--- config.mk ---
export PLATFORM = sky130hd
export DESIGN_NAME = ems_page_window_mapper_core
export DESIGN_NICKNAME = d
export VERILOG_FILES = /design/src/ems_pwm_pkg.sv /design/src/ems_ppage_window_mapper_core.sv /design/src/ems_pwm_regs.sv /design/src/ems_pwm_xlate.sv
export VERILOG_INCLUDE_DIRS = /design/src /design/src/src
export SDC_FILE = /design/constraint.sdc
export NUM_CORES = 1
export LEC_CHECK = 0
export BUFFER_PORTS_ARGS = -buffer_cell sky130_fd_sc_hd__buf_2
export CORE_MARGIN = 3
export CORE_UTILIZATION = 58
export DETAILED_ROUTE_END_ITERATION = 10
export PLACE_DENSITY_LB_ADDON = 0.12
export SETUP_SLACK_MARGIN = 0.4
export SLEW_MARGIN = 20
export SYNTH_ARGS = -nofsm -noshare
export SYNTH_HDL_FRONTEND = slang
export SYNTH_SLANG_ARGS = --single-unit
--- constraint.sdc ---
create_clock -name clock -period 9.71 [get_ports clock]
set_input_delay 0.971 -clock clock [delete_from_list [all_inputs] [get_ports clock]]
set_output_delay 0.971 -clock clock [all_outputs]
set_load 0.1 [all_outputs]
--- src/assert_macros.svh ---
// Assertion macros shared by the page window mapper RTL.
// No dependencies; included by modules that carry assertions.
`ifndef ASSERT_MACROS_SVH
`define ASSERT_MACROS_SVH

// Clocked assertion, off while reset is high
`define ASSERT_CLK(lbl, clk, rst, prop) \
   lbl: assert property (@(posedge clk) disable iff (rst) prop) \
      else $error("%m: assertion failed");

// Clocked assertion that also holds during reset
`define ASSERT_ALWAYS(lbl, clk, prop) \
   lbl: assert property (@(posedge clk) prop) else $error("%m: assertion failed");

`endif

--- src/ems_pwm_pkg.sv ---
// Package for the EMS page window mapper: command codes, item struct, constants.
// No dependencies; used by every module of the block.
`timescale 1ns / 1ps

package ems_pwm_pkg;

   // Item commands
   typedef enum logic [1:0] {
      CMD_PORT_RD = 2'd0,
      CMD_PORT_WR = 2'd1,
      CMD_MEM     = 2'd2,
      CMD_RSVD    = 2'd3
   } cmd_type;

   // Input item as held in the input register
   typedef struct packed {
      logic       valid;
      cmd_type    cmd;
      logic [15:0] port;
      logic [7:0] data;
      logic [19:0] addr;
   } item_type;

   // Four bytes, one per window
   typedef logic [3:0][7:0] win_bytes_type;

   // Window state handed to the translator
   typedef struct packed {
      win_bytes_type page;
      logic [3:0]    base_idx;
   } win_state_type;

   localparam logic [13:0] REG_PAGE     = 14'h208;
   localparam logic [13:0] REG_CTRL     = 14'h209;
   localparam logic [7:0]  PAGE_RESET   = 8'h7F;
   localparam win_bytes_type CTRL_RESET = {8'h00, 8'h80, 8'h80, 8'h80};
   localparam logic [7:0]  RD_NONE      = 8'hFF;
   localparam logic [14:0] LIVE_KB      = 15'd640;
   localparam logic [14:0] RAM_KB_RESET = 15'd640;
   localparam logic [20:0] XLATE_BASE   = 21'h0A0000;
   localparam logic [1:0]  WIN_REGION   = 2'b11;   // addr[19:18] of 0xC0000..0xFFFFF
   localparam logic [3:0]  IDX_BIAS     = 4'd4;

endpackage

--- src/ems_ppage_window_mapper_core.sv ---
// Top level of the EMS page window mapper: input register, register file,
// translator, result register, APB-style CSR. Depends on ems_pwm_pkg,
// ems_pwm_regs, ems_pwm_xlate and assert_macros.svh.
//
//   channel   ports                       handshake
//   input     req_cmd/port/data/addr      start high, busy low at clock edge
//   result    rsp_read_data .. romext     rsp_valid high for one cycle
//   config    psel/penable/pwrite/paddr   APB write, pready tied high
//
// One item per clock; an item is taken into the input register, and its result is
// registered in the result registers, which drive the rsp ports.
// busy is always low; a port write is visible to the very next item.
// Reset (synchronous) restores page regs to 0x7F, ctrl regs to 80/80/80/00, RAM 640 KB.
// Results cannot be stalled; the receiver takes each one on its strobe.
`timescale 1ns / 1ps
`include "assert_macros.svh"

module ems_page_window_mapper_core (
   input  logic        clock,
   input  logic        reset,
   // input channel
   input  logic        start,
   output logic        busy,
   input  logic [1:0]  req_cmd,
   input  logic [15:0] req_port,
   input  logic [7:0]  req_data,
   input  logic [19:0] req_addr,
   // result channel
   output logic        rsp_valid,
   output logic [7:0]  rsp_read_data,
   output logic        rsp_window_hit,
   output logic [20:0] rsp_phys_addr,
   output logic        rsp_in_ram,
   output logic        rsp_romext_enable,
   // configuration
   input  logic        psel,
   input  logic        penable,
   input  logic        pwrite,
   input  logic [2:0]  paddr,
   input  logic [31:0] pwdata,
   output logic [31:0] prdata,
   output logic        pready
);

   ems_pwm_pkg::item_type      item_ff, item_in;
   ems_pwm_pkg::win_state_type win_state;
   logic [14:0] ram_kb_ff, ram_kb_in;
   logic        ports_live;
   logic [7:0]  rd_data;
   logic        romext_next;
   logic        x_hit, x_in_ram;
   logic [20:0] x_phys;
   logic        rsp_valid_ff;
   logic [7:0]  read_data_ff;
   logic        window_hit_ff, in_ram_ff, romext_ff;
   logic [20:0] phys_addr_ff;
   logic        csr_wr;

   assign busy   = 1'b0;
   assign pready = 1'b1;

   // CSR: ram_size_kb at byte address 0
   assign csr_wr    = psel && penable && pwrite && (paddr[2] == 1'b0);
   assign ram_kb_in = csr_wr ? pwdata[14:0] : ram_kb_ff;
   assign prdata    = (paddr[2] == 1'b0) ? {17'b0, ram_kb_ff} : '0;
   assign ports_live = (ram_kb_ff > ems_pwm_pkg::LIVE_KB);

   // Input register
   always_comb begin
      item_in.valid = start && !busy;
      item_in.cmd   = ems_pwm_pkg::cmd_type'(req_cmd);
      item_in.port  = req_port;
      item_in.data  = req_data;
      item_in.addr  = req_addr;
   end

   ems_pwm_regs u_regs (
      .clock       (clock),
      .reset       (reset),
      .item        (item_ff),
      .ports_live  (ports_live),
      .rd_data     (rd_data),
      .romext_next (romext_next),
      .win_state   (win_state)
   );

   ems_pwm_xlate u_xlate (
      .is_mem      (item_ff.cmd == ems_pwm_pkg::CMD_MEM),
      .addr        (item_ff.addr),
      .win_state   (win_state),
      .ram_size_kb (ram_kb_ff),
      .window_hit  (x_hit),
      .phys_addr   (x_phys),
      .in_ram      (x_in_ram)
   );

   // Input register and control registers
   always_ff @(posedge clock) begin
      if (reset) begin
         item_ff.valid <= 1'b0;
         rsp_valid_ff  <= 1'b0;
         ram_kb_ff     <= ems_pwm_pkg::RAM_KB_RESET;
      end else begin
         if (item_in.valid) begin
            item_ff <= item_in;
         end else begin
            item_ff.valid <= 1'b0;
         end
         rsp_valid_ff  <= item_ff.valid;
         ram_kb_ff     <= ram_kb_in;
      end
   end

   // Result payload registers
   always_ff @(posedge clock) begin
      if (item_ff.valid) begin
         read_data_ff  <= rd_data;
         window_hit_ff <= x_hit;
         phys_addr_ff  <= x_phys;
         in_ram_ff     <= x_in_ram;
         romext_ff     <= romext_next;
      end
   end

   assign rsp_valid         = rsp_valid_ff;
   assign rsp_read_data     = read_data_ff;
   assign rsp_window_hit    = window_hit_ff;
   assign rsp_phys_addr     = phys_addr_ff;
   assign rsp_in_ram        = in_ram_ff;
   assign rsp_romext_enable = romext_ff;

   `ASSERT_CLK(a_item_gives_result, clock, reset, item_ff.valid |=> rsp_valid)
   `ASSERT_CLK(a_hit_in_xlate_range, clock, reset, (rsp_valid && rsp_window_hit) |-> (rsp_phys_addr >= ems_pwm_pkg::XLATE_BASE))
   `ASSERT_ALWAYS(a_reset_clears_valid, clock, $past(reset) |-> !rsp_valid && !item_ff.valid)

endmodule

--- src/ems_pwm_regs.sv ---
// Page and control register file with port decode, reads and writes.
// Depends on ems_pwm_pkg and assert_macros.svh.
`timescale 1ns / 1ps
`include "assert_macros.svh"

module ems_pwm_regs (
   input  logic                      clock,
   input  logic                      reset,
   input  ems_pwm_pkg::item_type     item,
   input  logic                      ports_live,
   output logic [7:0]                rd_data,
   output logic                      romext_next,
   output ems_pwm_pkg::win_state_type win_state
);

   ems_pwm_pkg::win_bytes_type page_ff, page_in;
   ems_pwm_pkg::win_bytes_type ctrl_ff, ctrl_in;
   logic [1:0]  win;
   logic [13:0] reg_sel;
   logic        hit_page, hit_ctrl;
   logic        do_wr;
   logic [3:0]  idx_next;

   assign win      = item.port[15:14];
   assign reg_sel  = item.port[13:0];
   assign hit_page = (reg_sel == ems_pwm_pkg::REG_PAGE);
   assign hit_ctrl = (reg_sel == ems_pwm_pkg::REG_CTRL);
   assign do_wr    = item.valid && (item.cmd == ems_pwm_pkg::CMD_PORT_WR) && ports_live;

   // Port read: register byte, or 0xFF when nothing decodes; 0 for items that are not port reads
   always_comb begin
      rd_data = '0;
      if (item.cmd == ems_pwm_pkg::CMD_PORT_RD) begin
         rd_data = ems_pwm_pkg::RD_NONE;
         if (ports_live && hit_page) begin
            rd_data = page_ff[win];
         end else if (ports_live && hit_ctrl) begin
            rd_data = ctrl_ff[win];
         end
      end
   end

   // Port write
   always_comb begin
      page_in = page_ff;
      ctrl_in = ctrl_ff;
      if (do_wr && hit_page) begin
         page_in[win] = item.data;
      end else if (do_wr && hit_ctrl) begin
         ctrl_in[win] = item.data;
      end
   end

   // Base index after this item's write, for the ROM-extension flag
   always_comb begin
      for (int k = 0; k < 4; k++) begin
         idx_next[k] = ctrl_in[k][7];
      end
   end
   assign romext_next = (idx_next[3:2] != 2'b00) || (idx_next[1:0] == 2'b11);

   always_ff @(posedge clock) begin
      if (reset) begin
         page_ff <= {4{ems_pwm_pkg::PAGE_RESET}};
         ctrl_ff <= ems_pwm_pkg::CTRL_RESET;
      end else begin
         page_ff <= page_in;
         ctrl_ff <= ctrl_in;
      end
   end

   // Current window state for translation
   always_comb begin
      win_state.page = page_ff;
      for (int k = 0; k < 4; k++) begin
         win_state.base_idx[k] = ctrl_ff[k][7];
      end
   end

   `ASSERT_CLK(a_dead_ports_hold_page, clock, reset, !ports_live |=> $stable(page_ff))
   `ASSERT_CLK(a_dead_ports_hold_ctrl, clock, reset, !ports_live |=> $stable(ctrl_ff))

endmodule

--- src/ems_pwm_xlate.sv ---
// Memory address translation through the four EMS windows.
// Depends on ems_pwm_pkg.
`timescale 1ns / 1ps

module ems_pwm_xlate (
   input  logic                       is_mem,
   input  logic [19:0]                addr,
   input  ems_pwm_pkg::win_state_type win_state,
   input  logic [14:0]                ram_size_kb,
   output logic                       window_hit,
   output logic [20:0]                phys_addr,
   output logic                       in_ram
);

   logic [1:0]  k;
   logic [7:0]  pg;
   logic [3:0]  rel;
   logic        hit;
   logic [20:0] phys;

   // Window k sits at 0xC0000 + k*16K + (((idx+4-k) & 0xC) << 14);
   // addr[15:14] already equals k, so only bits 19:16 need a match
   assign k   = addr[15:14];
   assign pg  = win_state.page[k];
   assign rel = win_state.base_idx + ems_pwm_pkg::IDX_BIAS - {2'b00, k};
   assign hit = pg[7] && (addr[19:18] == ems_pwm_pkg::WIN_REGION) &&
                (addr[17:16] == rel[3:2]);

   // Page bits 3:0 land at 17:14, page bit 6 at 18
   assign phys = hit ? ems_pwm_pkg::XLATE_BASE + {2'b00, pg[6], pg[3:0], addr[13:0]}
                     : {1'b0, addr};

   assign window_hit = is_mem && hit;
   assign phys_addr  = is_mem ? phys : '0;
   assign in_ram     = is_mem && ({4'b0000, phys} < {ram_size_kb, 10'b0});

endmodule
==> results of run 1 <==
through the flow:
stage	hold WS (ns)	worst slack (ns)	power (uW)
floorplan	0.444	5.86	903
global placement	0.461	6.17	931
detailed placement	0.460	6.11	934
CTS	0.468	6.06	1550
global route	0.486	5.77	1600
finish	0.474	6.05	1540
state kept, by name, summed over array words and instances (netlist names):
name,cells
item_ff,47
rsp_read_data,8
u_regs.ctrl_ff,28
u_regs.win_state,36
rsp_romext_enable,1
rsp_in_ram,1
rsp_window_hit,1
ram_kb_ff,15
rsp_valid,1
rsp_phys_addr,21
routing by layer:
layer | track usage (%) | vias to the layer above | share of wire, %
li1 | - | 2187 | -
met4 | 7.45 | 0 | 1.2
met1 | 30.3 | 2145 | 44
met3 | 4.88 | 19 | 6.4
met5 | 0 | - | 0
met2 | 35.5 | 168 | 48
critical path, stage by stage, from the launching register on:
cell	delay [ns]
edfxtp_1	0.60
inv_1	0.09
ha_1	0.28
o21ai_0	0.09
fa_1	0.52
xor2_1	0.14
and3_1	0.19
nand3_1	0.24
o21a_1	0.29
ha_1	0.29
a21o_1	0.18
a21o_1	0.17
a21oi_1	0.14
o21ai_0	0.10
a21oi_1	0.17
layout make-up:
cell class | instances | area [sq um]
clock buffers | 22 | 477
clock inverters | 10 | 87.6
fillers | 808 | 3200
inverters | 16 | 60.1
multi-input cells | 353 | 2510
flip-flops and latches | 159 | 3960
well taps | 140 | 175
repair buffers | 119 | 606
cell usage after synthesis, types with 3 or more instances:
cell	count	share of area [%]
nor2_2	4	0.37
mux2i_1	38	5.7
edfxtp_1	78	35
buf_4	20	2.2
inv_1	16	0.89
nand2b_1	5	0.47
nor2b_1	10	0.93
o21ai_0	6	0.45
ha_1	12	2.2
o22ai_1	8	0.74
mux2_2	3	0.50
dfxtp_1	81	24
nor3_1	29	2.2
a21o_1	5	0.56
nand2_1	28	1.6
nand4_1	3	0.28
and2_1	20	1.9
nor2_1	67	3.7
clkbuf_1	18	1.0
buf_2	8	0.60
mux4_2	20	6.7
a21oi_1	45	3.3
placed cells by master (no fill, tap or decap), types with 3 or more instances in the layout:
master        n
nor2b_1       8
nor2_1       67
ha_1         12
buf_4         4
clkinv_2      4
o21ai_0       6
mux2_2        3
inv_1        16
o22ai_1       8
dfxtp_1      81
a21oi_1      45
edfxtp_1     78
buf_2       115
clkinvlp_4    3
conb_1       19
nor2_2        4
nand2b_1      5
nand2_1      28
a21o_1        5
nor3_1       29
and2_1       20
nand4_1       3
mux2i_1      38
clkbuf_16    18
mux4_2       20
cells by family after synthesis:
group                    Yosys count  share of synthesized area, %
AND/OR/NAND/NOR                  184                          13.5
flip-flops                       159                          59.0
AO/OA/AOI/OAI                     73                          6.66
buffers and inverters             65                          5.01
multiplexers                      61                          12.9
adder cells (fa/ha/maj)           13                          2.53
XOR/XNOR                           3                         0.391
other                              2                         0.112
power groups by stage:
stage | logic [uW] | clock network [uW] | registers (uW)
floorplan | 90.8 | 0 | 812
global placement | 173 | 0 | 758
detailed placement | 175 | 0 | 759
CTS | 176 | 634 | 745
global route | 185 | 665 | 747
finish | 176 | 624 | 745
path summary, 6_finish.rpt:
| check | slack, ns | start | end | cells after the start |
|---|---|---|---|---|
| worst min register to register | 0.47 | ram_kb_ff[8]$_SDFFE_PP0P_ | ram_kb_ff[8]$_SDFFE_PP0P_ | 2 |
| worst min-delay path | 0.47 | ram_kb_ff[8]$_SDFFE_PP0P_ | ram_kb_ff[8]$_SDFFE_PP0P_ | 2 |
| worst max register to register | 6.05 | item_ff[15]$_DFFE_PP_ | rsp_in_ram$_DFFE_PP_ | 14 |
| worst max-delay path | 6.05 | item_ff[15]$_DFFE_PP_ | rsp_in_ram$_DFFE_PP_ | 14 |
==> results_dict.tcl, run 1 <==
set metrics [dict create \
    fmax_mhz 274 \
    cap_viol_max_count 0 \
    drc 0 \
    grt_pass1_vias 4356 \
    worstHoldPathType "register to register" \
    drive_gt1_share_pct 27.4 \
    p_int_uw 1140 \
    critPathLaunchType "register" \
    synth-warning-count 0 \
    cts_hold_buf 0 \
    antenna_found_initial 0 \
    ys_seq_elements 159 \
    portBuffers 115 \
    cts_root_buffer "clkbuf_16" \
    netlist_area_sq_um 6720 \
    utilization_pct 71.1 \
    cp_data_required_time_ns 9.96 \
    rsz0062_at_grt "false" \
    cts_setup_buffers 0 \
    die-area_sq_um 12900 \
    finalClockSkew_ns 0.0109 \
    synthArstFlopShare_pct 0 \
    overflow 0 \
    wl_per_cell_microns 16.7 \
    dp.cells 787 \
    irDropWorstVdd_v 0.000119 \
    crit_fanout 9 \
    power_frac_seq_pct 48.2 \
    synth.distinct_cells 48 \
    dr.first_iter.drc_count 355 \
    finalCritPeriodShare_pct 37.6 \
    layout.cells.non_filler 819 \
    coreArea_sq_um 11100 \
    cts_tree "yes" \
    cts.path.max_buffers 2 \
    finalSetupTns_ns 0 \
    power_density_nw_per_um2 196 \
    place_congestion 0.805 \
    dr_total_vias 4519 \
    synth_area_per_cell_sq_um 12.0 \
    clk_latency_ns 0.42 \
    antennaDiodeCount 0 \
    min_period_ns 3.66 \
    syn_inst 560 \
    synthToLayoutAreaGrowth_pct 17.1 \
    cts_buffers 17 \
    cp.arrival_ns 3.91 \
    vias_per_cell 5.52 \
    finalWirelength_mm 13.7 \
    start_util_pct 60.7 \
    ys.flop_type "dfxtp_1" \
    fp.dieH_microns 114 \
    tightestPinTransition_ns 1.06 \
    yosysSeqAreaShare_pct 59.0 \
    crit_type "register to register" \
    nets 766 \
    slew_headroom_pct 29.4 \
    cts_resized 0 \
    synth_enable_flop_cells 78 \
    finalHoldViolCount 0 \
    outcome "completed" \
    combPwrFrac_pct 11.4 \
    power.net_switching_uw 405 \
    hpwlAfterDp_mm 9.42 \
    switching_share_pct 26.3 \
    gr-usage-all-layers_pct 22.2 \
    final_area_sq_um 7880 \
    worstSetupEndpointType "register" \
    htreeDepth 4 \
    fp.dieW_microns 114 \
    p_clk_share_pct 40.4 \
    firstDrtPassIters 5 \
    finalMaxSlewViolations 0 \
    cts.clk_slew.worst_paths_ns 0.06 \
    rows 38 \
    grt_max_degree 78 \
    ios 154 \
    numClockSinks 159 \
    leakagePower_uw 0.00292 \
    grt_pass1_wl_mm 22.0 \
    ant_nets 0 \
    placed_cell_area_sq_um 7300 \
    setup_viol 0 \
]
Power figures use the tool's default switching activity.
==> run 2, diff against run 1 <==
- ABC_AREA: not set -> 1
- CORE_UTILIZATION: 58 -> 55
- clock period: 9.71 -> 3.4 ns (I/O delays scaled with it)
==> run 2 against run 1 <==
Fmax grew 16%. Critical path type unchanged. Via count grew 29%. Worst hold slack worse by 0.40 ns. Clock power rose to 3.0 times the previous value. Largest power group unchanged.
==> results_dict.tcl, run 2 <==
set metrics [dict create \
    outcome "completed" \
    tightestPinTransition_ns 0.807 \
    final_cell_mix "nand2_1 (142), nor2_1 (133), buf_2 (115)" \
    ys_seq_elements 159 \
    clk_latency_ns 0.43 \
    cp_slowest_cell "fa_1" \
    firstDrtPassIters 6 \
    cts_hold_buf 0 \
    cts_buffers 17 \
    grt_pass1_wl_mm 26.6 \
    multi_input_area_sq_um 2820 \
    coreArea_sq_um 12800 \
    drive_gt1_share_pct 23.8 \
    vias_per_cell 5.22 \
    n_fill_cell 1003 \
    crit_family "adder cells" \
    dr_total_vias 5850 \
    crit_fanout 4 \
    synthArstFlopShare_pct 0 \
    leakagePower_uw 0.00410 \
    place_congestion 0.880 \
    cpPeakStageDelay_ns 0.52 \
    ys.flop_type "dfxtp_1" \
    cp.arrival_ns 3.29 \
    dp.cells 1078 \
    fp.dieH_microns 122 \
    die-area_sq_um 14800 \
    min_period_ns 3.15 \
    finalClockSkew_ns 0.0164 \
    fmax_mhz 317 \
    finalHoldViolCount 0 \
    gr-usage-all-layers_pct 23.3 \
    drc 0 \
    finalWirelength_mm 16.9 \
    setup_ws_ns 0.247 \
    path_depth 18 \
    netlist_area_sq_um 7350 \
    pre_cts_slack_ns 0.253 \
    finalCritPeriodShare_pct 92.7 \
    overflow 0 \
    setup_viol 0 \
    ant_nets 0 \
    synth_top_cell_by_area "edfxtp_1" \
    grt_max_degree 64 \
    syn_inst 815 \
    rsz0062_at_grt "true" \
    antenna_found_initial 0 \
    utilization_pct 67.9 \
    rows 41 \
    slew_headroom_pct 46.1 \
    synthTopCellsByCount "nand2_1 (145), nor2_1 (134), inv_1 (95)" \
    final_common_cell "nand2_1" \
    worstSetupEndpointType "register" \
    final_area_sq_um 8700 \
    synthTopCellsByArea "edfxtp_1 (32%), dfxtp_1 (22%), nand2_1 (7.4%)" \
    critPathLaunchType "register" \
    grt_pass1_vias 5441 \
    power_density_nw_per_um2 537 \
    crit_buf_inv 3 \
    dr.first_iter.drc_count 440 \
    irDropWorstVdd_v 0.000307 \
    r2r_cells 18 \
    synth_area_per_cell_sq_um 9.02 \
    cap_viol_max_count 0 \
    cp_cell_sequence "inv_2, ha_4, o21ai_2, fa_1, or2_4, nand4_1, a21oi_2, nand2_4, or2_1, nand2_2, inv_2, ha_1, nand2_1, inv_1, nand3_2, a21oi_2, o21a_1, a211oi_2" \
    cp_data_required_time_ns 3.53 \
    synth_enable_flop_cells 78 \
    synthToLayoutAreaGrowth_pct 18.5 \
    min_delay_path_depth 1 \
    wl_per_cell_microns 15.1 \
    largest_reg_flops 47 \
    synth.distinct_cells 43 \
    seq_area_sq_um 3960 \
    synth_top_area_share_pct 31.9 \
    cts.clk_slew.worst_paths_ns 0.06 \
    worstHoldPathType "primary input to register" \
    nets 1035 \
    hpwlAfterDp_mm 11.6 \
    synth-warning-count 0 \
    finalMaxSlewViolations 0 \
    placed_cell_area_sq_um 7940 \
    cts_tree "yes" \
    regMostFlops "item_ff" \
    ios 154 \
    htreeDepth 4 \
    layout.cells.non_filler 1120 \
    yosysSeqAreaShare_pct 53.9 \
    crit_type "register to register" \
    yosysMostFrequentCell "nand2_1" \
    cts_root_buffer "clkbuf_16" \
    finalSetupTns_ns 0 \
    start_util_pct 57.3 \
    fp.dieW_microns 122 \
    numClockSinks 159 \
    antennaDiodeCount 0 \
    portBuffers 115 \
    cts.path.max_buffers 2 \
]
## run 2: cell count changes after synthesis, moves of 11 or more
cell      change
mux2i_1      -38
nand3_1      +18
o21ai_0      +28
mux4_2       -20
nor3_1       -21
inv_2        +11
a21oi_1      -15
nor2_1       +67
inv_1        +79
and2_1       -20
nand2_1     +117
o211ai_1     +32
## run 2: path summary, 6_finish.rpt
| check | slack, ns | start | end |
|---|---|---|---|
| max | 0.25 | item_ff[15]$_DFFE_PP_ | rsp_in_ram$_DFFE_PP_ |
| min | 0.08 | req_data[3] | item_ff[23]$_DFFE_PP_ |
| max reg2reg | 0.25 | item_ff[15]$_DFFE_PP_ | rsp_in_ram$_DFFE_PP_ |
| min reg2reg | 0.48 | u_regs.win_state[20]$_SDFFE_PP1P_ | u_regs.win_state[20]$_SDFFE_PP1P_ |
## run 2: cells by family after synthesis
| group | synth area share, % |
|---|---|
| AOI/OAI and AO/OA | 10.1 |
| adders and majority gates | 2.32 |
| DFF | 53.9 |
| and+or+nand+nor | 23.2 |
| other | 0.102 |
| xor gates and xnor gates | 0.119 |
| buffers and inverters | 10.3 |
## run 2: area by class of cell
| class | instances | share of cell area (%) |
|---|---|---|
| Inverter | 111 | 4.84 |
| Multi-Input combinational cell | 514 | 32.3 |
| Sequential cell | 159 | 45.5 |
| Timing Repair Buffer | 132 | 8.12 |
| Tap cell | 172 | 2.47 |
| Clock inverter | 11 | 1.62 |
| Clock buffer | 21 | 5.06 |
## run 2: power by group
group	leakage, uW	internal (uW)	switching, uW
Sequential	0.00136	2090	39.8
Combinational	0.00246	134	537
Clock	0.000280	1150	730
Total	0.00410	3370	1310
## run 2: routing by layer
metal	vias to the layer above	global-route usage (%)	routed length [microns]
met4	0	10.4	371
met1	2722	29.1	7080
met2	224	39.1	8320
li1	2879	-	-
met5	-	0	0
met3	25	4.69	1090
## run 2: through the flow
step           hold slack (ns)  total power [uW]
6_report                0.0790              4680
3_3_place_gp             0.458              2800
4_1_cts                 0.0691              4690
2_1_floorplan            0.409              2690
3_5_place_dp             0.462              2810
5_1_grt                 0.0651              4830
## run 2: timing repair
item | in CTS | in global routing
pin swaps | 2 | 14
buffers inserted | 4 | 5
gates resized for setup | 2 | 20
cloned | 0 | 1
endpoints found under the setup margin | 1 | 1
==> run 3, diff against run 2 <==
- PLACE_DENSITY: not set -> 0.8
- PLACE_DENSITY_LB_ADDON: 0.12 -> not set
==> run 3 against run 2 <==
Count of clock-buffer cells in the layout increased by 1. First-iteration DRC count grew 37%. Sequential share of layout area fell by 0.29 points. Critical path depth stayed put. Via count rose by 2.3%. Global-route usage increased by 1.1 points. Power rose by 1.4%. Fmax increased by 1.5%. Cell count rose by 0.45%. Routed wire length rose by 3.0%. Largest power group unchanged.
==> results_dict.tcl, run 3 (synthesized netlist as in run 2, its figures left out) <==
set metrics [dict create \
    finalSetupTns_ns 0 \
    setup_viol 0 \
    start_util_pct 57.3 \
    finalWirelength_mm 17.4 \
    drc 0 \
    fp.dieH_microns 122 \
    regMostFlops "item_ff" \
    cts_buffers 17 \
    min_period_ns 3.11 \
    r2r-start "item_ff[15]$_DFFE_PP_" \
    fmax_mhz 322 \
    rr_endpoint "rsp_in_ram$_DFFE_PP_" \
    dr.first_iter.drc_count 604 \
    whs_endpoint "item_ff[35]$_DFFE_PP_" \
    grt_pass1_vias 5818 \
    grt_max_degree 64 \
    cp_cell_sequence "inv_2, ha_4, o21ai_2, fa_1, or2_2, nand4_1, a21oi_2, nand2_4, or2_1, nand2_2, inv_2, ha_4, nand2_2, inv_1, nand3_2, a21oi_2, o21a_1, a211oi_2" \
    firstDrtPassIters 6 \
    cp_data_required_time_ns 3.54 \
    gr-usage-all-layers_pct 24.4 \
    final_area_sq_um 8760 \
    rsz0062_at_grt "true" \
    cts_tree "yes" \
    htreeDepth 4 \
    cpPeakStageDelay_ns 0.49 \
    largest_reg_flops 47 \
    n_fill_cell 983 \
    worstSetupEndpointType "register" \
    cp_slowest_cell "fa_1" \
    critPathLaunchType "register" \
    cap_viol_max_count 0 \
    ant_nets 0 \
    layout.cells.non_filler 1125 \
    vias_per_cell 5.32 \
    finalMaxSlewViolations 0 \
    final_common_cell "nand2_1" \
    portBuffers 115 \
    hpwlAfterDp_mm 11.5 \
    power_density_nw_per_um2 541 \
    leakagePower_uw 0.00414 \
    cp.arrival_ns 3.25 \
    min_delay_path_depth 1 \
    finalCritPeriodShare_pct 91.4 \
    cts.clk_slew.worst_paths_ns 0.06 \
    numClockSinks 159 \
    wl_per_cell_microns 15.4 \
    dr_total_vias 5985 \
    worstHoldPathType "primary input to register" \
    placed_cell_area_sq_um 7940 \
    seq_area_sq_um 3960 \
    r2r_cells 18 \
    grt_pass1_wl_mm 27.9 \
    nets 1040 \
    die-area_sq_um 14800 \
    tightestPinTransition_ns 0.755 \
    cts.path.max_buffers 2 \
    ios 154 \
    fp.dieW_microns 122 \
    r2r_slack_ns 0.29 \
    synthToLayoutAreaGrowth_pct 19.2 \
    drive_gt1_share_pct 24.6 \
    final_cell_mix "nand2_1 (142), nor2_1 (133), buf_2 (115)" \
    crit_buf_inv 3 \
    dp.cells 1078 \
    outcome "completed" \
    clk_latency_ns 0.43 \
    cts_root_buffer "clkbuf_16" \
    antenna_found_initial 0 \
    finalHoldViolCount 0 \
    place_congestion 0.873 \
    crit_fanout 5 \
    rows 41 \
    crit_type "register to register" \
    coreArea_sq_um 12800 \
    slew_headroom_pct 49.6 \
    fin_hold_ws_ns 0.0861 \
    overflow 0 \
    multi_input_area_sq_um 2820 \
    antennaDiodeCount 0 \
    finalClockSkew_ns 0.00702 \
    min-delay-start "req_port[7]" \
    crit_family "adder cells" \
    irDropWorstVdd_v 0.000339 \
]
## run 3: changes by cell type in the layout (fill, tap and decap cells not counted), moves of 2 or more
cell and delta:
clkbuf_1 -2, clkbuf_16 +2, o21ai_2 +2, buf_4 +6
## run 3: how the worst max path moves through the flow
stage	start	endpoint	depth (start not counted)
floorplan	item_ff[15]$_DFFE_PP_	rsp_in_ram$_DFFE_PP_	19
global placement	item_ff[15]$_DFFE_PP_	rsp_in_ram$_DFFE_PP_	15
detailed placement	item_ff[15]$_DFFE_PP_	rsp_in_ram$_DFFE_PP_	15
CTS	item_ff[15]$_DFFE_PP_	rsp_in_ram$_DFFE_PP_	18
global route	item_ff[15]$_DFFE_PP_	rsp_in_ram$_DFFE_PP_	18
finish	item_ff[15]$_DFFE_PP_	rsp_in_ram$_DFFE_PP_	18
## run 3: area by class of cell
class,count,share of cell area (%)
clock buffers,22,5.67
multi-input cells,514,32.1
well taps,172,2.46
repair buffers,137,8.45
clock inverters,10,1.21
flip-flops and latches,159,45.2
inverters,111,4.81
## run 3: through the flow
stage | setup slack (ns) | power, uW | utilization (%)
floorplan | 0.318 | 2690 | -
global placement | 0.332 | 2800 | 61.9
detailed placement | 0.201 | 2810 | 61.9
CTS | 0.324 | 4740 | 68.0
global route | 0.129 | 4890 | 68.3
finish | 0.293 | 4740 | 68.3
## run 3: per-layer routing
metal	part of all wire (%)	GRT usage [%]	vias up
met5	0	0	-
met4	2.3	9.38	0
met3	7.7	6.55	36
met2	50	40.7	256
met1	40	30.4	2813
li1	-	-	2880
## run 3: where the power goes
group	leakage, uW	total, uW	switching (uW)	internal (uW)
Combinational	0.00248	686	544	142
Sequential	0.00136	2130	40.9	2090
Clock	0.000293	1930	749	1180
## run 3: worst register-to-register path, cell delays in order (launching register included)
cell,delay [ns]
edfxtp_1,0.37
inv_2,0.06
ha_4,0.26
o21ai_2,0.05
fa_1,0.49
or2_2,0.10
nand4_1,0.08
a21oi_2,0.21
nand2_4,0.10
or2_1,0.25
nand2_2,0.08
inv_2,0.05
ha_4,0.25
nand2_2,0.04
inv_1,0.07
nand3_2,0.07
a21oi_2,0.10
o21a_1,0.15
a211oi_2,0.04
## run 3: timing repair
| action | in CTS | in global routing |
|---|---|---|
| pin swaps | 4 | 6 |
| gates cloned | 1 | 0 |
| gates resized for setup | 11 | 9 |
| hold buffers | 0 | 0 |
| setup endpoints to repair | 1 | 2 |
| buffers inserted | 13 | 1 |
